`config.mk`:
```
export PLATFORM = sky130hd
export DESIGN_NAME = fds6_fifo
export DESIGN_NICKNAME = d
export VERILOG_FILES = /design/src/rtl/fds6_fifo.sv
export SDC_FILE = /design/constraint.sdc
export NUM_CORES = 1
export LEC_CHECK = 0
export ABC_AREA = 1
export BUFFER_PORTS_ARGS = -buffer_cell sky130_fd_sc_hd__buf_2
export CORE_UTILIZATION = 35
export DETAILED_ROUTE_END_ITERATION = 16
export PLACE_DENSITY = 0.54
export SLEW_MARGIN = 30
export SYNTH_ARGS = -nofsm -noshare
export SYNTH_HDL_FRONTEND = slang
export SYNTH_SLANG_ARGS = --single-unit
```
`constraint.sdc`:
```
create_clock -name clk_i -period 1.95 [get_ports clk_i]
set_input_delay 0.2925 -clock clk_i [delete_from_list [all_inputs] [get_ports clk_i]]
set_output_delay 0.2925 -clock clk_i [all_outputs]
set_load 0.005 [all_outputs]
```
`src/rtl/fds6_fifo.sv`:
```
// ----------------------------------------------------------------------------
// fds6_fifo: job queue between front end and back end
// A small register-based first-in first-out queue that absorbs the bursts
// of boundary jobs so that each side can stall on its own.
// ----------------------------------------------------------------------------
module fds6_fifo #(
  parameter int unsigned Width = 8,
  parameter int unsigned Depth = 8
) (
  input  logic             clk_i,
  input  logic             rst_ni,
  input  logic             push_i,
  input  logic [Width-1:0] wdata_i,
  input  logic             pop_i,
  output logic [Width-1:0] rdata_o,
  output logic             full_o,
  output logic             empty_o
);

  localparam int unsigned PtrW = (Depth > 1) ? $clog2(Depth) : 1;
  localparam int unsigned CntW = $clog2(Depth + 1);

  logic [Width-1:0] mem_q [Depth];
  logic [PtrW-1:0]  wr_ptr_q, wr_ptr_d;
  logic [PtrW-1:0]  rd_ptr_q, rd_ptr_d;
  logic [CntW-1:0]  count_q, count_d;

  assign full_o  = (count_q == CntW'(Depth));
  assign empty_o = (count_q == '0);
  assign rdata_o = mem_q[rd_ptr_q];

  always_comb begin
    wr_ptr_d = wr_ptr_q;
    rd_ptr_d = rd_ptr_q;
    count_d  = count_q;
    if (push_i) begin
      wr_ptr_d = (wr_ptr_q == PtrW'(Depth - 1)) ? '0 : wr_ptr_q + 1'b1;
    end
    if (pop_i) begin
      rd_ptr_d = (rd_ptr_q == PtrW'(Depth - 1)) ? '0 : rd_ptr_q + 1'b1;
    end
    if (push_i && !pop_i) begin
      count_d = count_q + 1'b1;
    end else if (pop_i && !push_i) begin
      count_d = count_q - 1'b1;
    end
  end

  always_ff @(posedge clk_i or negedge rst_ni) begin
    if (!rst_ni) begin
      wr_ptr_q <= '0;
      rd_ptr_q <= '0;
      count_q  <= '0;
    end else begin
      wr_ptr_q <= wr_ptr_d;
      rd_ptr_q <= rd_ptr_d;
      count_q  <= count_d;
    end
  end

  always_ff @(posedge clk_i) begin
    if (push_i) begin
      mem_q[wr_ptr_q] <= wdata_i;
    end
  end

  a_no_push_when_full: assert property (@(posedge clk_i) disable iff (!rst_ni)
    push_i |-> !full_o || pop_i)
    else $error("Item pushed into a full job queue.");

  a_no_pop_when_empty: assert property (@(posedge clk_i) disable iff (!rst_ni)
    pop_i |-> !empty_o)
    else $error("Item popped from an empty job queue.");

  a_count_bound: assert property (@(posedge clk_i) disable iff (!rst_ni)
    count_q <= CntW'(Depth))
    else $error("Job queue fill count exceeds its depth.");

endmodule

```
# Word level (Yosys, flattened, before mapping)
# Memory sizes are Yosys's and may differ from the RTL's.
# Index checks and enable logic that the tools add are counted.
dict set report op_classes {
  addsub 4
  n_mul 0
  div 0
  order_cmp 0
  eq_ne 3
  shift 0
  mux 6
  bitwise_logic 0
  reduce_logical 6
}
# cell n
set ops {}
lappend ops {{$mux 4} 2}
lappend ops {{$add 3x1->3 const B} 2}
lappend ops {{$eq 3x3->1 const B} 2}
lappend ops {{$mux 3} 2}
lappend ops {{$add 4x1->4 const B} 1}
lappend ops {{$eq 4x4->1 const B} 1}
lappend ops {{$logic_not 4->1} 1}
lappend ops {{$sub 4x1->4 const B} 1}
lappend ops {{$logic_and 1x1->1} 2}
lappend ops {{$logic_not 1->1} 2}
lappend ops {{$mux 1} 2}
lappend ops {{$reduce_bool 2->1} 1}
dict set report word_totals {
  regBits 10
  latch_bits 0
  mem_bits_rw 64
  rom_bits 0
  out_inout_bits 10
  n_memories 1
}
# memory depth width read_ports rd_ports_with_merged_regs wr line
set mem_list {}
lappend mem_list {mem_q 8 8 1 0 1 23} ;# logic [Width-1:0] mem_q [Depth];

# Logic depth before layout (Yosys ltp)
dict set report logic_depth {
  depth_word 4
  mapped_depth 10
}

# Worst setup path after synthesis
# OpenSTA, ideal clock, no wires.
dict set report synth_timing {
  path_kind {input to register}
  startpoint {input pop_i}
  endpoint {register count_q[3]}
  arrival_ns 1.370
  setup_slack_ns 0.462
  path_stages 9
  cell_sequence {inv_1 ha_1 inv_1 ha_1 or2_2 nand2_1 nand2_1 nand3_1 nand2_1}
}
dict set report synth_via {
  elab_chain_cells 3
}
# item line
set synth_lines {}
lappend synth_lines {{from (decl)} 14} ;# input logic pop_i,
lappend synth_lines {{$logic_not 1->1} 42} ;# if (push_i && !pop_i) begin
lappend synth_lines {{$logic_and 1x1->1} 42}
lappend synth_lines {{$mux 4 / $reduce_bool 2->1 (equally long branches)} -}
lappend synth_lines {{to (signal assigned)} 57} ;# count_q <= count_d;
lappend synth_lines {{to (decl)} 26} ;# logic [CntW-1:0] count_q, count_d;
# Several ways; a longest one is shown, not always the timed one.
# A chain may end at the register's enable or synchronous reset.

# Worst setup path after layout
dict set report layout_timing {
  startpoint {register rd_ptr_q[0]}
  endpoint {output rdata_o[2]}
}
dict set report layout_via {
  elab_chain_cells 1
}
# item line
set layout_lines {}
lappend layout_lines {{from (decl)} 25} ;# logic [PtrW-1:0] rd_ptr_q, rd_ptr_d;
lappend layout_lines {{from (signal assigned)} 56} ;# rd_ptr_q <= rd_ptr_d;
lappend layout_lines {{$mem_v2 8x8} -}
lappend layout_lines {{to (decl)} 15} ;# output logic [Width-1:0] rdata_o,
# No other way between the ends.

==> impl_metrics.tcl <==
set metrics [dict create \
    die_area_sq_um 9470 \
    yosysTopAreaCell "edfxtp_1" \
    rows 34 \
    fin_cells 444 \
    worst-slew-pin-transition_ns 0.358 \
    syn2layout_area_growth_pct 17.5 \
    routedWlPerCell_microns 14.7 \
    ys_seq_area_frac 0.683 \
    crit_path_start "rd_ptr_q[0]" \
    fin_tns_setup_ns 0 \
    ios 22 \
    timing.final.crit_share 0.931 \
    cts_tree "built" \
    async_flop_share 0.135 \
    rsz0062_at_grt "false" \
    rr_worst_depth 6 \
    p_comb_frac 0.325 \
    clkTransAtPathRegs_ns 0.08 \
    p_leak_uw 0.00152 \
    grt_pass1_vias 2010 \
    min_path_cells 1 \
    diodes 0 \
    powerDensity_nw_per_um2 1340 \
    seqPwrFrac 0.423 \
    ys_top_cells_by_area "edfxtp_1, nand2_1, dfrtp_1" \
    drv_cap 0 \
    cts_htree_levels 3 \
    max_freq_mhz 551 \
    worst_hold_slack_ns 0.215 \
    regArea_sq_um 2170 \
    die_w_microns 97.3 \
    multi_input_area_sq_um 885 \
    path_class "flip-flop to output pin" \
    period_needed_ns 1.82 \
    ys_ff_latch 74 \
    netSwitchingPower_uw 1670 \
    clock_latency_ns 0.34 \
    wirelength_mm 6.53 \
    r2r_slack_ns 0.53 \
    synth_common_cells "nand2_1, edfxtp_1, o21ai_0" \
    clock-root-buffer "clkbuf_8" \
    ys_types 20 \
    die_h_microns 97.3 \
    synth_cells 292 \
    grt_max_degree 21 \
    pwr-share-clk 0.252 \
    crit_end "rdata_o[2]" \
    utilization 0.426 \
    hold_viol 0 \
    synthesis.area_sq_um 3180 \
    hp-start "wdata_i[5]" \
    drc 0 \
    vdd_drop_max_uv 400 \
    critPathCaptureType "output pin" \
    postCtsSetupBuffers 0 \
    drt-initial-drc-count 65 \
    numCtsBuffers 9 \
    fillers 840 \
    dpl-instance-area_sq_um 3470 \
    min-delay-path-class "input pin to flip-flop" \
    drv_slew 0 \
    ant_nets 0 \
    synthMostInstantiatedCell "nand2_1" \
    grt_pass1_wl_mm 10.4 \
    via_per_inst 4.62 \
    slew_headroom 0.760 \
    place_inst 426 \
    synth_edf_count 64 \
    power.share.switching 0.335 \
    drive_above_1_share 0.164 \
    portBuffers 21 \
    crit_fanout 14 \
    synthesis.area_per_instance_sq_um 10.9 \
    detail_route.first_pass.iterations 4 \
    design_area_sq_um 3730 \
    initial_utilization 0.363 \
    crit_required_ns 1.66 \
    synth_warnings 0 \
    core_sq_um 8760 \
    internal-power_uw 3320 \
    gr-total-overflow 0 \
    vias 2053 \
    fin_skew_ns 0.00943 \
    worstPathArrival_ns 1.52 \
    cts_buffer_depth 2 \
    grt_antenna_before_repair 0 \
    yosys.area.top_type_share 0.604 \
    crit_path_start_kind "flip-flop" \
    fin_nets 351 \
    r2r_end "count_q[3]" \
    ys.flop_type "edfxtp_1" \
    outcome "complete, no violations" \
    syn_nets 312 \
    setup_violations 0 \
    r2r-start "count_q[2]" \
    grt_usage 0.146 \
    place.gp.congestion 0.813 \
    dp_hpwl_mm 4.11 \
    clock_sinks 74 \
]
placed cells by master, fill, tap and decap left out, drive strengths merged:
| cell type | n |
|---|---|
| nand2 | 111 |
| ha | 7 |
| dfrtp | 10 |
| dlygate4sd3 | 1 |
| clkinv | 6 |
| or2 | 1 |
| nor4 | 2 |
| buf | 36 |
| bufinv | 2 |
| edfxtp | 64 |
| clkinvlp | 1 |
| clkbuf | 11 |
| fa | 1 |
| nand3 | 6 |
| nor2 | 25 |
| xnor2 | 2 |
| a21oi | 1 |
| o21ai | 39 |
| inv | 10 |
per-layer routing:
layer  global-route usage  part of all wire  vias to the layer above
met2                0.238              0.49                       27
li1                     -                 -                     1064
met5                    0                 0                        -
met3               0.0281             0.036                        7
met4               0.0588            0.0060                        0
met1                0.192              0.47                      955
power groups by stage:
stage | Sequential, uW | Clock, uW | Combinational (uW)
floorplan | 2110 | 0 | 1040
global placement | 2130 | 0 | 1570
detailed placement | 2140 | 0 | 1590
CTS | 2110 | 1290 | 1590
global route | 2140 | 1350 | 1870
finish | 2110 | 1260 | 1620
metrics by stage:
| step | power, uW | setup slack (ns) |
|---|---|---|
| 3_3_place_gp | 3700 | 0.247 |
| 2_1_floorplan | 3150 | 0.462 |
| 5_1_grt | 5360 | 0.00946 |
| 6_report | 4990 | 0.134 |
| 4_1_cts | 4990 | 0.0175 |
| 3_5_place_dp | 3720 | 0.207 |
cell type report:
class	count	share of cell area
multi-input combinational	195	0.237
sequential	74	0.582
tap	108	0.0362
clock buffer	10	0.0342
inverter	13	0.0147
timing repair buffer	38	0.0744
clock inverter	6	0.0218
cell families (layout without fill, tap and decap cells):
kind of cell | count (synthesis) | after routing | share of synthesized area
buffers and inverters | 23 | 67 | 0.0386
AOI/OAI and AO/OA | 40 | 40 | 0.0630
and+or+nand+nor | 145 | 145 | 0.176
xor gates and xnor gates | 2 | 2 | 0.00551
DFF | 74 | 74 | 0.683
adders and majority gates | 8 | 8 | 0.0338
how the worst min path moves through the flow:
stage | endpoint | slack [ns]
floorplan | count_q[0] | -0.003
global placement | count_q[2] | 0.16
detailed placement | count_q[0] | 0.16
CTS | mem_q[1][5] | 0.20
global route | rd_ptr_q[1] | 0.22
finish | mem_q[1][5] | 0.21
flip-flops by register name, indices dropped and copies added (netlist names):
signal	count
wr_ptr_q	3
mem_q	64
rd_ptr_q	3
count_q	4
timing repair:
item	CTS	global route
setup endpoints to repair	0	8
hold buffers	1	0
hold endpoints to repair	10	0
resized for setup	0	7
critical path, cell delays in order (launching register included):
cell and delay (ns):
dfrtp_2 0.44, clkinv_4 0.10, buf_12 0.14, nand2_1 0.05, nand2_1 0.06, nand2_1 0.05, o21ai_0 0.08, nand2_1 0.07
nand2_1 0.08, buf_2 0.11
No activity file was read; power rests on OpenSTA's default activity.
