**config.mk**
```make
export PLATFORM = sky130hd
export DESIGN_NAME = fds6_front
export DESIGN_NICKNAME = d
export VERILOG_FILES = /design/src/rtl/fds6_pkg.sv /design/src/rtl/fds6_front.sv
export SDC_FILE = /design/constraint.sdc
export NUM_CORES = 1
export LEC_CHECK = 0
export ABC_AREA = 1
export BUFFER_PORTS_ARGS = -buffer_cell sky130_fd_sc_hd__buf_2
export CAP_MARGIN = 0
export CELL_PAD_IN_SITES_DETAIL_PLACEMENT = 1
export CELL_PAD_IN_SITES_GLOBAL_PLACEMENT = 2
export CORE_UTILIZATION = 34
export CTS_CLUSTER_DIAMETER = 200
export DETAILED_ROUTE_END_ITERATION = 8
export PLACE_DENSITY_LB_ADDON = 0.1
export RECOVER_POWER = 100
export SLEW_MARGIN = 10
export SYNTH_ARGS = -nofsm -noshare
export SYNTH_HDL_FRONTEND = slang
export SYNTH_SLANG_ARGS = --single-unit
```
**constraint.sdc**
```tcl
create_clock -name clk_i -period 9.95 [get_ports clk_i]
set_input_delay 0.995 -clock clk_i [delete_from_list [all_inputs] [get_ports clk_i]]
set_output_delay 0.995 -clock clk_i [all_outputs]
set_load 0.02 [all_outputs]
```
**src/rtl/fds6_pkg.sv**
```systemverilog
// ----------------------------------------------------------------------------
// fds6_pkg: shared definitions of the sixth-order first-derivative stencil
// Widths, register indexes, stencil coefficients and the job record that the
// front end hands to the arithmetic back end.
// ----------------------------------------------------------------------------
package fds6_pkg;

  localparam int unsigned MAX_POINTS   = 4096;
  localparam int unsigned SAMPLE_WIDTH = 32;
  localparam int unsigned MIN_POINTS   = 7;

  localparam int unsigned GRID_W      = 13;
  localparam int unsigned INV_W       = 32;
  localparam int unsigned DERIV_W     = 32;
  localparam int unsigned INDEX_W     = 12;
  localparam int unsigned CFG_INDEX_W = 4;
  localparam int unsigned CFG_DATA_W  = 32;

  localparam logic [CFG_INDEX_W-1:0] CFG_GRID_POINTS = CFG_INDEX_W'(0);
  localparam logic [CFG_INDEX_W-1:0] CFG_INV_DX      = CFG_INDEX_W'(1);

  localparam logic [GRID_W-1:0] GRID_RESET = GRID_W'(64);
  localparam logic [INV_W-1:0]  INV_RESET  = INV_W'(65536);

  localparam int unsigned TAPS        = 7;
  localparam int unsigned NUM_KINDS   = 7;
  localparam int unsigned COEF_W      = 11;
  localparam int unsigned QUEUE_DEPTH = 8;

  // Scale-out: result = round(S60 * inv_dx / (15 * 2^18)).
  localparam int unsigned ROUND_HALF   = 1966080;
  localparam int unsigned ROUND_SHIFT  = 18;
  localparam int unsigned DIV_BY       = 15;
  localparam int unsigned RECIP_SHIFT  = 40;
  localparam int unsigned RECIP_TERMS  = RECIP_SHIFT / 4;

  localparam logic [DERIV_W:0] LIMIT_POS = (DERIV_W + 1)'((64'd1 << (DERIV_W - 1)) - 64'd1);
  localparam logic [DERIV_W:0] LIMIT_NEG = (DERIV_W + 1)'(64'd1 << (DERIV_W - 1));

  typedef enum logic [2:0] {
    KIND_EDGE0,
    KIND_EDGE1,
    KIND_EDGE2,
    KIND_MID,
    KIND_MIRROR2,
    KIND_MIRROR1,
    KIND_MIRROR0
  } kind_e;

  typedef struct packed {
    kind_e              kind;
    logic [INDEX_W-1:0] index;
    logic               last;
  } job_t;

  typedef logic signed [COEF_W-1:0] coef_t;

  // Coefficients scaled by 60, indexed by kind and then by window tap (oldest first).
  // The mirrored rows are the one-sided rows reversed and negated.
  localparam coef_t COEF_TABLE [NUM_KINDS][TAPS] = '{
    '{-11'sd147,  11'sd360, -11'sd450,  11'sd400, -11'sd225,  11'sd72,  -11'sd10 },
    '{-11'sd10,  -11'sd77,   11'sd150, -11'sd100,  11'sd50,  -11'sd15,   11'sd2  },
    '{ 11'sd2,   -11'sd24,  -11'sd35,   11'sd80,  -11'sd30,   11'sd8,   -11'sd1  },
    '{-11'sd1,    11'sd9,   -11'sd45,   11'sd0,    11'sd45,  -11'sd9,    11'sd1  },
    '{ 11'sd1,   -11'sd8,    11'sd30,  -11'sd80,   11'sd35,   11'sd24,  -11'sd2  },
    '{-11'sd2,    11'sd15,  -11'sd50,   11'sd100, -11'sd150,  11'sd77,   11'sd10 },
    '{ 11'sd10,  -11'sd72,   11'sd225, -11'sd400,  11'sd450, -11'sd360,  11'sd147}
  };

endpackage

```
**src/rtl/fds6_front.sv**
```systemverilog
// ----------------------------------------------------------------------------
// fds6_front: sample intake and job classification
// Keeps the seven-sample window and the sample count of the current line and
// turns every accepted sample into the stencil jobs that it causes.
// ----------------------------------------------------------------------------
module fds6_front #(
  parameter int unsigned MaxPoints   = fds6_pkg::MAX_POINTS,
  parameter int unsigned SampleWidth = fds6_pkg::SAMPLE_WIDTH
) (
  input  logic                                          clk_i,
  input  logic                                          rst_ni,
  input  logic                                          sample_valid_i,
  input  logic [SampleWidth-1:0]                        sample_i,
  output logic                                          sample_stall_o,
  input  logic [fds6_pkg::GRID_W-1:0]                   grid_points_i,
  input  logic                                          full_i,
  output logic                                          push_o,
  output fds6_pkg::job_t                                job_o,
  output logic [fds6_pkg::TAPS-1:0][SampleWidth-1:0]    window_o
);

  localparam int unsigned CntW = $clog2(MaxPoints);
  localparam int unsigned NW   = CntW + 1;
  localparam int unsigned CmpW = (NW > fds6_pkg::GRID_W) ? NW : fds6_pkg::GRID_W;

  logic [fds6_pkg::TAPS-1:0][SampleWidth-1:0] window_q, window_d;
  logic [CntW-1:0]       count_q, count_d;
  logic                  busy_q, busy_d;
  fds6_pkg::kind_e       pos_q, pos_d;
  fds6_pkg::kind_e       stop_q, stop_d;
  logic [NW-1:0]         mid_q, mid_d;
  logic [NW-1:0]         n_q, n_d;

  logic                  accept;
  logic [CmpW-1:0]       gp_ext;
  logic [NW-1:0]         n_clamp;
  logic [NW-1:0]         k_ext;
  logic                  final_line;
  logic                  has_jobs;
  fds6_pkg::kind_e       start_kind;
  fds6_pkg::kind_e       stop_kind;
  logic [NW-1:0]         mid_idx;
  fds6_pkg::kind_e       pos_sel;
  logic [NW-1:0]         mid_sel;
  logic [NW-1:0]         n_sel;
  logic [NW-1:0]         idx_full;

  assign sample_stall_o = busy_q || full_i;
  assign accept         = sample_valid_i && !sample_stall_o;

  always_comb begin
    gp_ext = CmpW'(grid_points_i);
    if (gp_ext < CmpW'(fds6_pkg::MIN_POINTS)) begin
      n_clamp = NW'(fds6_pkg::MIN_POINTS);
    end else if (gp_ext > CmpW'(MaxPoints)) begin
      n_clamp = NW'(MaxPoints);
    end else begin
      n_clamp = NW'(gp_ext);
    end
  end

  assign k_ext      = NW'(count_q);
  assign final_line = (k_ext + 1'b1) >= n_clamp;
  assign has_jobs   = (count_q >= CntW'(6));
  assign start_kind = (count_q == CntW'(6)) ? fds6_pkg::KIND_EDGE0 : fds6_pkg::KIND_MID;
  assign stop_kind  = final_line ? fds6_pkg::KIND_MIRROR0 : fds6_pkg::KIND_MID;
  assign mid_idx    = final_line ? (n_clamp - NW'(4)) : (k_ext - NW'(3));

  always_comb begin
    window_d = window_q;
    count_d  = count_q;
    busy_d   = busy_q;
    pos_d    = pos_q;
    stop_d   = stop_q;
    mid_d    = mid_q;
    n_d      = n_q;
    if (accept) begin
      window_d = {sample_i, window_q[fds6_pkg::TAPS-1:1]};
      count_d  = final_line ? '0 : count_q + 1'b1;
      if (has_jobs && (start_kind != stop_kind)) begin
        busy_d = 1'b1;
        pos_d  = fds6_pkg::kind_e'(start_kind + 3'd1);
        stop_d = stop_kind;
        mid_d  = mid_idx;
        n_d    = n_clamp;
      end
    end else if (busy_q && !full_i) begin
      if (pos_q == stop_q) begin
        busy_d = 1'b0;
      end else begin
        pos_d = fds6_pkg::kind_e'(pos_q + 3'd1);
      end
    end
  end

  assign pos_sel  = busy_q ? pos_q : start_kind;
  assign mid_sel  = busy_q ? mid_q : mid_idx;
  assign n_sel    = busy_q ? n_q : n_clamp;
  assign window_o = busy_q ? window_q : window_d;
  assign push_o   = busy_q ? !full_i : (accept && has_jobs);

  always_comb begin
    case (pos_sel)
      fds6_pkg::KIND_EDGE0:   idx_full = NW'(0);
      fds6_pkg::KIND_EDGE1:   idx_full = NW'(1);
      fds6_pkg::KIND_EDGE2:   idx_full = NW'(2);
      fds6_pkg::KIND_MID:     idx_full = mid_sel;
      fds6_pkg::KIND_MIRROR2: idx_full = n_sel - NW'(3);
      fds6_pkg::KIND_MIRROR1: idx_full = n_sel - NW'(2);
      fds6_pkg::KIND_MIRROR0: idx_full = n_sel - NW'(1);
      default:                idx_full = '0;
    endcase
  end

  assign job_o.kind  = pos_sel;
  assign job_o.index = fds6_pkg::INDEX_W'(idx_full);
  assign job_o.last  = (pos_sel == fds6_pkg::KIND_MIRROR0);

  always_ff @(posedge clk_i or negedge rst_ni) begin
    if (!rst_ni) begin
      window_q <= '0;
      count_q  <= '0;
      busy_q   <= 1'b0;
      pos_q    <= fds6_pkg::KIND_EDGE0;
      stop_q   <= fds6_pkg::KIND_EDGE0;
      mid_q    <= '0;
      n_q      <= '0;
    end else begin
      window_q <= window_d;
      count_q  <= count_d;
      busy_q   <= busy_d;
      pos_q    <= pos_d;
      stop_q   <= stop_d;
      mid_q    <= mid_d;
      n_q      <= n_d;
    end
  end

  a_line_start_bursts: assert property (@(posedge clk_i) disable iff (!rst_ni)
    accept && (count_q == CntW'(6)) |=> busy_q)
    else $error("Seventh sample of a line did not start a boundary burst.");

  a_last_job_restarts_line: assert property (@(posedge clk_i) disable iff (!rst_ni)
    push_o && job_o.last |=> (count_q == '0))
    else $error("Final job of a line pushed while the sample count is not cleared.");

endmodule

```
# Word level (Yosys, flattened, before mapping)
# Index checks and enable logic that the tools add are counted.
# Widths: inputs -> output; s select.
# classes
muxes	21
reduce_logical	12
magnitude_cmp	4
eq_ne	11
addsub	9
# op_table
op	count
$mux 224	2
$pmux 12 s6	1
$mux 12	4
$sub 12x2->12 const B	3
$mux 13	2
$mux 3	6
$add 12x1->13 const B	1
$ge 13x13->1	1
$gt 13x13->1 const B	1
$lt 13x3->1 const B	1
$add 12x1->12 const B	1
$eq 12x3->1 const B	1
$ge 12x3->1 const B	1
$sub 12x1->12 const B	1
$sub 12x3->12 const B	1
$eq 3x3->1 const B	3
$eq 3x2->1 const B	2
$reduce_and 3->1	2
$mux 1	5
$logic_and 1x1->1	4
$reduce_bool 2->1	2
$add 2x1->3 const B	1
$add 3x1->3 const B	1
$eq 3x1->1 const B	1
8 further kinds	9
# word_totals
ff_bits	267
inputBits	49
out_inout_bits	242
wordCells	70

# Depth between registers and ports, before layout
# Gate-level depths: netlist (run 1).
# logic_depth
word_depth	9
ltp_mapped	25
depth_no_buf	23

# Worst setup path after synthesis (run 1)
# OpenSTA, ideal clock, no wires.
# synth_timing
path_type	input to output
start	input port grid_points_i[6] (netlist name)
end	output port job_o[3] (netlist name)
path_stages	25
n_path_buf	2
arrival_ns	3.376
path_slack_ns	5.579
required_ns	8.955
path_cell_list	nor2_1 nand2_1 nor2_2 nand2_2 nand2_4 buf_6 inv_1 o21ai_2 inv_1 ha_1 nand2_1 o21a_1 o21ai_0 nand4_1 nand2_1 nand2_1 nand2_2 nand2_4 nand2_2 buf_6 nand2_1 nand2_1 nand2_1 nand2_1 nand3_1
# synth_rtl
item	line_no	text
start, declared	fds6_front.sv:15	input logic [fds6_pkg::GRID_W-1:0] grid_points_i,
end, declared	fds6_front.sv:18	output fds6_pkg::job_t job_o,

==> results.tsv, run 1 <==
stage	metric	value	unit
status	outcome	complete, but fails checks	
status	violated checks	capacitance limit, slew limit	
pwr	Power Density	385	nW/um2
sta	Final min period	6400	ps
sta	fmax	0.156	GHz
setup_path	Critical Path RT	8960	ps
synthesis	Post-synth EDFFs	0	
cells_and_area	ANT cells	0	
routing	Residual DRC	0	
synthesis	register area share after synthesis	0.499	
die	core area	38700	um2
cells_and_area	Area Overhead vs Synth	19.0	%
clocking	H-Tree Depth	2	
place	Placed Instance Area	15200	um2
routing	Met2 Wirelength	17800	um
routing	via/cell ratio	4.85	
sta	worst slew pin tran	3400	ps
setup_path	Critical R2R Launch	busy_q	
routing	uppermost layer routed	met4	
setup_path	crit path kind	flip-flop to primary output	
grt	vias in the first global route	12000	
place	placed cells	2437	
setup_path	kind of cell adding the most delay to the critical path	buffers and inverters	
clocking	clock latency at the later pin of the worst-skew pair	510	ps
setup_path	max incr delay on CP	1280	ps
place	placer congestion estimate	0.822	
sta	fin crit share	0.643	
cells_and_area	Final Non-Filler Cells	2496	
setup_path	FF-to-FF End	stop_q[0]	
clocking	CTS max path bufs	3	
synthesis	ys async rst share	1.00	
clocking	root buf cell	clkbuf_16	
sta	final setup fails	0	
job	Max Cap Viol	3	
sta	TNS Setup	0	ps
synthesis	synth top area cells	dfrtp_1, o21ai_0, nand2_1	
grt	GR Overflow Total	0	
routing	vias	12100	
pwr	VDD IR max	151	uV
pwr	Pleak	7.68	nW
routing	post-route ant nets	0	
place	post-DP HPWL	32300	um
sta	Slew Viols, Final	166	
setup_path	cell mode on critical path	nand2_1	
setup_path	crit path max-delay cell type	inv_8	
min_path	hold path startpoint	window_q[15]	
routing	DR iter-0 viols	752	
setup_path	Reg2Reg Setup Slack	4340	ps
die	Cell Rows	72	
place	buffers added on ports	290	
setup_path	critical path, cell by cell	nor2_1, nand2_1, inv_8, buf_4, nand2_1, o21ai_0, clkbuf_1	
clocking	Post-CTS Hold Buffers	0	
setup_path	Max FO, Critical Path	229	
clocking	Clock transition at path regs	60	ps
sta	Slew HR	-1.27	
routing	WL met3	2730	um
min_path	Hold Path Stages	2	
sta	Fin. Hold Viols	0	
clocking	post_cts resized	0	
sta	WHS	472	ps
min_path	Hold Path End	window_q[15]	
setup_path	CP Launch Type	flip-flop	
synthesis	Synth Register Bits	267	
cells_and_area	most common cell after layout, fill and taps aside	nand2_1	
synthesis	post-synth top area cell	dfrtp_1	
clocking	Num CTS Buffers	34	
routing	router iterations before antenna repair	5	
routing	wl on met1	23200	um
cells_and_area	final layout net count	2023	
synthesis	Warnings, synthesis	0	
cells_and_area	Design Area, Final	15900	um2
cells_and_area	share of cells above drive strength 1	0.0814	
cells_and_area	Final Util	0.412	
synthesis	Cells after Synth	1712	
grt	Tot GR Track Use	0.220	
grt	initial antenna violation count	0	
synthesis	synthesized area	13400	um2
synthesis	syn avg cell area	7.83	um2
die	Chip Width	201	um
setup_path	number of buffers and inverters on the critical path	3	
die	I/O Pins	291	
synthesis	Netlist cell types	39	
place	pre-CTS WS	4760	ps
grt	first-pass GRT wire length	70100	um
synthesis	syn nets	1780	
synthesis	Synth Flop Type	dfrtp_1	
clocking	postcts setup bufs	0	
grt	largest net degree at the start of global routing	230	
routing	routed wire length	44200	um
min_path	min-delay worst type	flip-flop to flip-flop	
routing	WL/cell	17.7	um
die	Die Ht	201	um
sta	setup ws final	3550	ps
sta	clk_skew	21.3	ps
clocking	CTS Sinks	267	
die	full die area	40200	um2
setup_path	kind of end point of the critical path	primary output	
clocking	CTS tree	built	
synthesis	Yosys top cell area share	0.499	
cells_and_area	commonest cells after routing, fill and taps aside	nand2_1, o21ai_0, dfrtp_1, clkbuf_1, inv_1	
pwr	Pwr Total	6.14	mW
setup_path	WP data arrival	5410	ps
die	Initial Utilization	0.346	
sta	unrepaired setup endpoints after global routing	no	
setup_path	worst r2r path cells	5	
[cells by family after synthesis]
logic type      synth area share
compound gates             0.189
xor+xnor                  0.0157
fa+ha+maj                 0.0183
buf+inv                   0.0779
flops                      0.499
simple gates               0.200
[power by group]
group	switching, mW	internal (mW)
Sequential	0.249	1.58
Clock	0.469	0.756
Combinational	2.31	0.777
[area by class of cell]
| type | instances | area, um2 |
|---|---|---|
| inverter | 175 | 664 |
| fill | 4903 | 22800 |
| multi-input combinational | 1180 | 5630 |
| clock inverter | 7 | 88.8 |
| timing repair buffer | 297 | 1210 |
| clock buffer | 52 | 1020 |
| sequential | 267 | 6680 |
| tap | 518 | 648 |
[cell usage after synthesis (2+ instances only)]
cell / number
o31ai_1: 2
nand2_2: 12
o21ai_1: 33
nor2_2: 4
or2_2: 2
inv_2: 8
o21ai_2: 16
buf_4: 7
nor3_1: 10
buf_6: 3
o22ai_1: 8
a21oi_2: 2
o21ai_0: 407
dfrtp_1: 267
ha_1: 18
nor2_1: 63
nand4_1: 9
xnor2_1: 4
nor3_2: 2
nand2_4: 5
nand3_1: 42
buf_1: 3
clkbuf_1: 76
a21oi_1: 15
nor2_4: 3
nand3_2: 3
inv_1: 166
xor2_1: 20
nand2_1: 492
[sequential cells by signal, summed over array words and instances, names as in the netlist]
name and flops:
pos_q 3, n_q 12, mid_q 12, count_q 12, window_q 224, busy_q 1
stop_q 3
[worst min-delay path: cells and delay by family, from the launching register on]
kind | cells | cell delay [ps]
simple gates | 2 | 120
flops | 1 | 320
[worst max path at each step]
stage,from,to,slack (ps),depth (start not counted)
2_1_floorplan,grid_points_i[6],job_o[3],5580,25
4_1_cts,count_q[2],job_o[2],4470,20
5_1_grt,busy_q,window_o[132],2910,7
6_report,busy_q,window_o[132],3550,7
3_5_place_dp,grid_points_i[6],job_o[2],4760,25
3_3_place_gp,grid_points_i[6],job_o[2],4780,25
[layer usage]
layer	global-route usage	up-vias
li1	-	6023
met1	0.345	5790
met2	0.306	260
met3	0.0498	39
met4	0.0398	0
met5	0	-
No activity file was read; power rests on OpenSTA's default activity.
==> run 2, diff against run 1 <==
Settings changed: CORE_UTILIZATION 34 to 31.
Clock period 9.95 ns to 6.14 ns, I/O delays scaled along.
==> run 2 against run 1 <==
Against the previous run: the flow still finishes with violations (capacitance limit, slew limit); clock skew is 2.5 ps higher; hold slack worse by 170 ps; clock power is 61% higher; cell area is 0.64% higher; cell count is 2.6% higher; critical path depth is 13 higher; register-to-register slack worse by 2500 ps.
==> results.tsv, run 2 (synthesis gave the netlist of run 1 again) <==
stage	metric	value	unit
status	outcome	complete, but fails checks	
status	violated checks	capacitance limit, slew limit	
routing	routed wire length	45600	um
routing	post-route ant nets	0	
clocking	post_cts resized	0	
cells_and_area	final layout net count	2024	
sta	fmax	0.189	GHz
clocking	CTS max path bufs	3	
cells_and_area	Largest register FFs	224	
cells_and_area	Final Non-Filler Cells	2560	
die	Chip Width	210	um
setup_path	Critical R2R Launch	count_q[2]	
cells_and_area	Design Area, Final	16000	um2
setup_path	WP data arrival	4680	ps
sta	Fin. Hold Viols	0	
clocking	root buf cell	clkbuf_16	
die	core area	42300	um2
setup_path	Max FO, Critical Path	22	
pwr	P_sw	4.96	mW
sta	Final min period	5290	ps
sta	unrepaired setup endpoints after global routing	no	
pwr	Pwr Total	9.94	mW
pwr	Power Density	620	nW/um2
cells_and_area	commonest cells after routing, fill and taps aside	nand2_1, o21ai_0, dfrtp_1, clkbuf_1, inv_1	
place	placed cells	2496	
die	I/O Pins	291	
pwr	Pleak	7.68	nW
job	Max Cap Viol	3	
die	Initial Utilization	0.317	
routing	WL/cell	17.8	um
die	Cell Rows	75	
routing	DR iter-0 viols	755	
place	placer congestion estimate	0.852	
pwr	Seq pwr share	0.296	
setup_path	crit path kind	flip-flop to primary output	
cells_and_area	FF+latch area	6680	um2
cells_and_area	area of the multi-input gates	5640	um2
setup_path	kind of end point of the critical path	primary output	
sta	Slew Viols, Final	209	
grt	Tot GR Track Use	0.209	
grt	first-pass GRT wire length	70800	um
sta	Slew HR	-2.28	
clocking	CTS Sinks	267	
setup_path	CP startpoint	count_q[2]	
grt	largest net degree at the start of global routing	246	
routing	router iterations before antenna repair	5	
pwr	switch share	0.499	
die	Die Ht	210	um
cells_and_area	most flop-heavy register	window_q	
grt	initial antenna violation count	2	
pwr	clock network power share	0.197	
grt	vias in the first global route	11900	
routing	Residual DRC	0	
clocking	Num CTS Buffers	35	
cells_and_area	share of cells above drive strength 1	0.0817	
clocking	clock latency at the later pin of the worst-skew pair	540	ps
clocking	H-Tree Depth	2	
cells_and_area	fill count	5301	
pwr	Comb power frac	0.507	
routing	via/cell ratio	4.75	
place	Placed Instance Area	15300	um2
place	post-DP HPWL	32800	um
sta	TNS Setup	0	ps
sta	worst slew pin tran	4920	ps
sta	clk_skew	23.8	ps
place	buffers added on ports	290	
die	full die area	44100	um2
sta	fin crit share	0.862	
sta	final setup fails	0	
setup_path	Critical Path RT	5530	ps
min_path	hold path startpoint	sample_i[22]	
pwr	Internal	4.98	mW
cells_and_area	Area Overhead vs Synth	19.7	%
routing	vias	12200	
clocking	postcts setup bufs	0	
grt	GR Overflow Total	0	
clocking	CTS tree	built	
setup_path	CP Launch Type	flip-flop	
pwr	VDD IR max	203	uV
clocking	Post-CTS Hold Buffers	0	
clocking	Clock transition at path regs	60	ps
min_path	min-delay worst type	input port to flip-flop	
cells_and_area	most common cell after layout, fill and taps aside	nand2_1	
## run 2: cell count changes in the layout (fill, tap and decap cells not counted), moves of 2 or more
cell	previous run	this run
clkinv_2	4	8
bufinv_16	2	0
buf_12	0	2
clkbuf_1	243	246
clkinv_8	0	2
buf_4	6	2
## run 2: through the flow
| step | setup WS, ps | utilization | hold WS (ps) |
|---|---|---|---|
| floorplan | 2520 | - | 318 |
| global placement | 1770 | 0.361 | 456 |
| detailed placement | 1630 | 0.361 | 460 |
| CTS | 1050 | 0.387 | 145 |
| global route | 376 | 0.379 | 301 |
| finish | 850 | 0.379 | 299 |
## run 2: worst max-delay path, cell delays in order, from the launching register on
cell and delay, ps:
dfrtp_1 500, nand2_1 140, nor3_1 150, inv_1 110
nor3_1 250, nand2_1 150, nor3_1 220, xor2_1 130
ha_1 310, nand2_1 80, nor2_1 330, nand4_1 120
o21ai_0 350, clkinv_1 240, nand2_2 380, nand2_1 80
o21ai_0 190, nand2_1 120, nand2_1 90, nand2_1 50
buf_2 170
## run 2: worst paths after layout
check | cells past startpoint | slack, ps | to
worst min register to register | 2 | 470 | window_q[17]
worst max register to register | 16 | 1820 | n_q[11]
worst min-delay path | 3 | 300 | window_q[214]
min in group asynchronous | 1 | 1930 | mid_q[7]
max in group asynchronous | 1 | 1390 | window_q[14]
worst max-delay path | 20 | 850 | job_o[1]
## run 2: per-layer routing
| metal | vias to the layer above | wire [um] | GRT usage |
|---|---|---|---|
| met3 | 47 | 2990 | 0.0517 |
| met2 | 287 | 18400 | 0.290 |
| met5 | - | 0 | 0 |
| li1 | 6028 | - | - |
| met4 | 0 | 837 | 0.0564 |
| met1 | 5798 | 23300 | 0.317 |
## run 2: layout make-up
| class | instances | area share |
|---|---|---|
| well taps | 577 | 0.0450 |
| flip-flops and latches | 267 | 0.416 |
| clock buffers | 53 | 0.0644 |
| repair buffers | 297 | 0.0768 |
| multi-input cells | 1180 | 0.351 |
| inverters | 175 | 0.0414 |
| clock inverters | 10 | 0.00452 |
| diodes | 1 | 0.000156 |
## run 2: power groups by stage
stage	registers, mW	logic (mW)	clock network [mW]
final	2.94	5.04	1.96
after global routing	3.04	5.63	2.10
after CTS	2.94	5.36	2.03
after detailed placement	2.97	5.33	0
after global placement	2.94	5.26	0
after floorplan	2.83	3.50	0
==> run 3, diff against run 2 <==
Settings changed: PLACE_DENSITY_LB_ADDON 0.1 to 0.05.
==> run 3 against run 2 <==
Against the previous run: the flow still finishes with violations (capacitance limit, slew limit); hold slack got worse by 9.9 ps; critical path depth did not move; first-iteration DRC count rose by 5.4%; clock power rose by 4%; non-clock buffer count did not move; via count fell by 0.12%; critical endpoint unchanged.
==> results.tsv, run 3 (synthesis gave the netlist of run 1 again) <==
stage	metric	value	unit
sta	unrepaired setup endpoints after global routing	no	
min_path	min-delay worst type	input port to flip-flop	
routing	WL/cell	18.1	um
clocking	Clock transition at path regs	60	ps
cells_and_area	most common cell after layout, fill and taps aside	nand2_1	
pwr	switch share	0.496	
setup_path	max incr delay on CP	500	ps
die	core area	42300	um2
clocking	post_cts resized	0	
pwr	Internal	5.06	mW
setup_path	number of buffers and inverters on the critical path	3	
place	placer congestion estimate	0.864	
routing	via/cell ratio	4.75	
clocking	CTS tree	built	
sta	worst slew pin tran	2810	ps
cells_and_area	Area Overhead vs Synth	19.9	%
cells_and_area	commonest cells after routing, fill and taps aside	nand2_1, o21ai_0, dfrtp_1, clkbuf_1, inv_1	
clocking	clock latency at the later pin of the worst-skew pair	550	ps
sta	clk_skew	16.1	ps
setup_path	cell mode on critical path	nand2_1	
pwr	Comb power frac	0.503	
sta	fmax	0.197	GHz
job	Max Cap Viol	3	
setup_path	WP data arrival	4460	ps
grt	GR Overflow Total	0	
routing	routed wire length	46400	um
grt	vias in the first global route	11900	
status	outcome	complete, but fails checks	
sta	Slew HR	-0.874	
setup_path	Critical Path RT	5530	ps
clocking	CTS max path bufs	3	
setup_path	critical path, cell by cell	nand2_1, nor3_1, inv_1, nor3_1, nand2_1, nor3_1, xor2_1, ha_1, nand2_1, nor2_1, nand4_1, o21ai_0, inv_2, nand2_2, nand2_1, o21ai_2, nand2_1, nand2_1, nand2_1, clkbuf_1	
setup_path	crit path max-delay cell type	dfrtp_1	
setup_path	kind of end point of the critical path	primary output	
die	I/O Pins	291	
status	violated checks	capacitance limit, slew limit	
routing	router iterations before antenna repair	7	
pwr	P_sw	4.97	mW
routing	post-route ant nets	0	
cells_and_area	final layout net count	2024	
sta	Final min period	5080	ps
place	post-DP HPWL	33900	um
die	Initial Utilization	0.317	
clocking	H-Tree Depth	2	
cells_and_area	Final Util	0.380	
pwr	Power Density	624	nW/um2
sta	Slew Viols, Final	391	
cells_and_area	share of cells above drive strength 1	0.0829	
grt	initial antenna violation count	2	
cells_and_area	Largest register FFs	224	
die	Cell Rows	75	
pwr	VDD IR max	221	uV
clocking	CTS Sinks	267	
min_path	hold path startpoint	sample_i[31]	
cells_and_area	fill count	5265	
die	Die Ht	210	um
setup_path	Critical R2R Launch	count_q[2]	
cells_and_area	most flop-heavy register	window_q	
routing	vias	12100	
sta	Fin. Hold Viols	0	
setup_path	CP Launch Type	flip-flop	
sta	fin crit share	0.827	
grt	Tot GR Track Use	0.214	
setup_path	kind of cell adding the most delay to the critical path	simple AND/OR/NAND/NOR gates	
routing	Residual DRC	0	
pwr	Seq pwr share	0.293	
cells_and_area	Design Area, Final	16100	um2
pwr	clock network power share	0.204	
clocking	Num CTS Buffers	35	
clocking	root buf cell	clkbuf_16	
place	buffers added on ports	290	
sta	TNS Setup	0	ps
setup_path	CP startpoint	count_q[2]	
place	Placed Instance Area	15300	um2
pwr	Pleak	7.68	nW
setup_path	Max FO, Critical Path	22	
die	Chip Width	210	um
setup_path	crit path kind	flip-flop to primary output	
grt	first-pass GRT wire length	72300	um
routing	DR iter-0 viols	796	
die	full die area	44100	um2
grt	largest net degree at the start of global routing	215	
clocking	postcts setup bufs	0	
sta	final setup fails	0	
clocking	Post-CTS Hold Buffers	0	
run 3: cell count changes in the layout (fill, tap and decap cells not counted), moves of 2 or more:
cell / previous run / this run
buf_2: 55 / 53
bufinv_16: 0 / 3
clkbuf_2: 0 / 2
clkbuf_8: 9 / 3
o21ai_0: 442 / 440
o21ai_2: 7 / 9
run 3: metrics by stage:
| stage | hold WS, ps | instances | setup slack (ps) | total power, mW |
|---|---|---|---|---|
| 3_3_place_gp | 456 | 2496 | 1760 | 8.20 |
| 5_1_grt | 287 | 2556 | 507 | 10.9 |
| 2_1_floorplan | 318 | 1712 | 2520 | 6.32 |
| 3_5_place_dp | 460 | 2496 | 1590 | 8.31 |
| 6_report | 289 | 2557 | 1060 | 10.0 |
| 4_1_cts | 168 | 2556 | 1010 | 10.4 |
run 3: final timing paths:
check,endpoint,slack (ps),depth (start not counted)
max,job_o[1],1060,20
min,window_q[223],290,3
max reg2reg,n_q[11],1910,16
min reg2reg,window_q[14],470,2
max in group asynchronous,window_q[169],1540,2
min in group asynchronous,window_q[24],920,1
run 3: tightest hold or removal path, cell delays in order:
cell	delay (ps)
buf_2	70
nand2_1	60
nand2_1	50
run 3: area by class of cell:
| cell class | instances | area (um2) | area share |
|---|---|---|---|
| repair buffers | 297 | 1210 | 0.0756 |
| flip-flops and latches | 267 | 6680 | 0.416 |
| well taps | 577 | 722 | 0.0449 |
| inverters | 175 | 664 | 0.0414 |
| diodes | 1 | 2.50 | 0.000156 |
| multi-input cells | 1180 | 5650 | 0.352 |
| clock buffers | 47 | 972 | 0.0605 |
| clock inverters | 13 | 158 | 0.00981 |
run 3: layer usage:
metal  up-vias  GRT usage  part of all wire
li1       6018          -                 -
met1      5819      0.320              0.51
met2       265      0.300              0.41
met3        43     0.0675             0.070
met4         0     0.0393             0.012
met5         -          0                 0
run 3: power by group through the flow:
stage	clock network, mW	logic [mW]	registers, mW
after global routing	2.19	5.65	3.03
after detailed placement	0	5.35	2.96
after global placement	0	5.27	2.93
final	2.04	5.05	2.93
after CTS	2.12	5.37	2.94
after floorplan	0	3.50	2.83
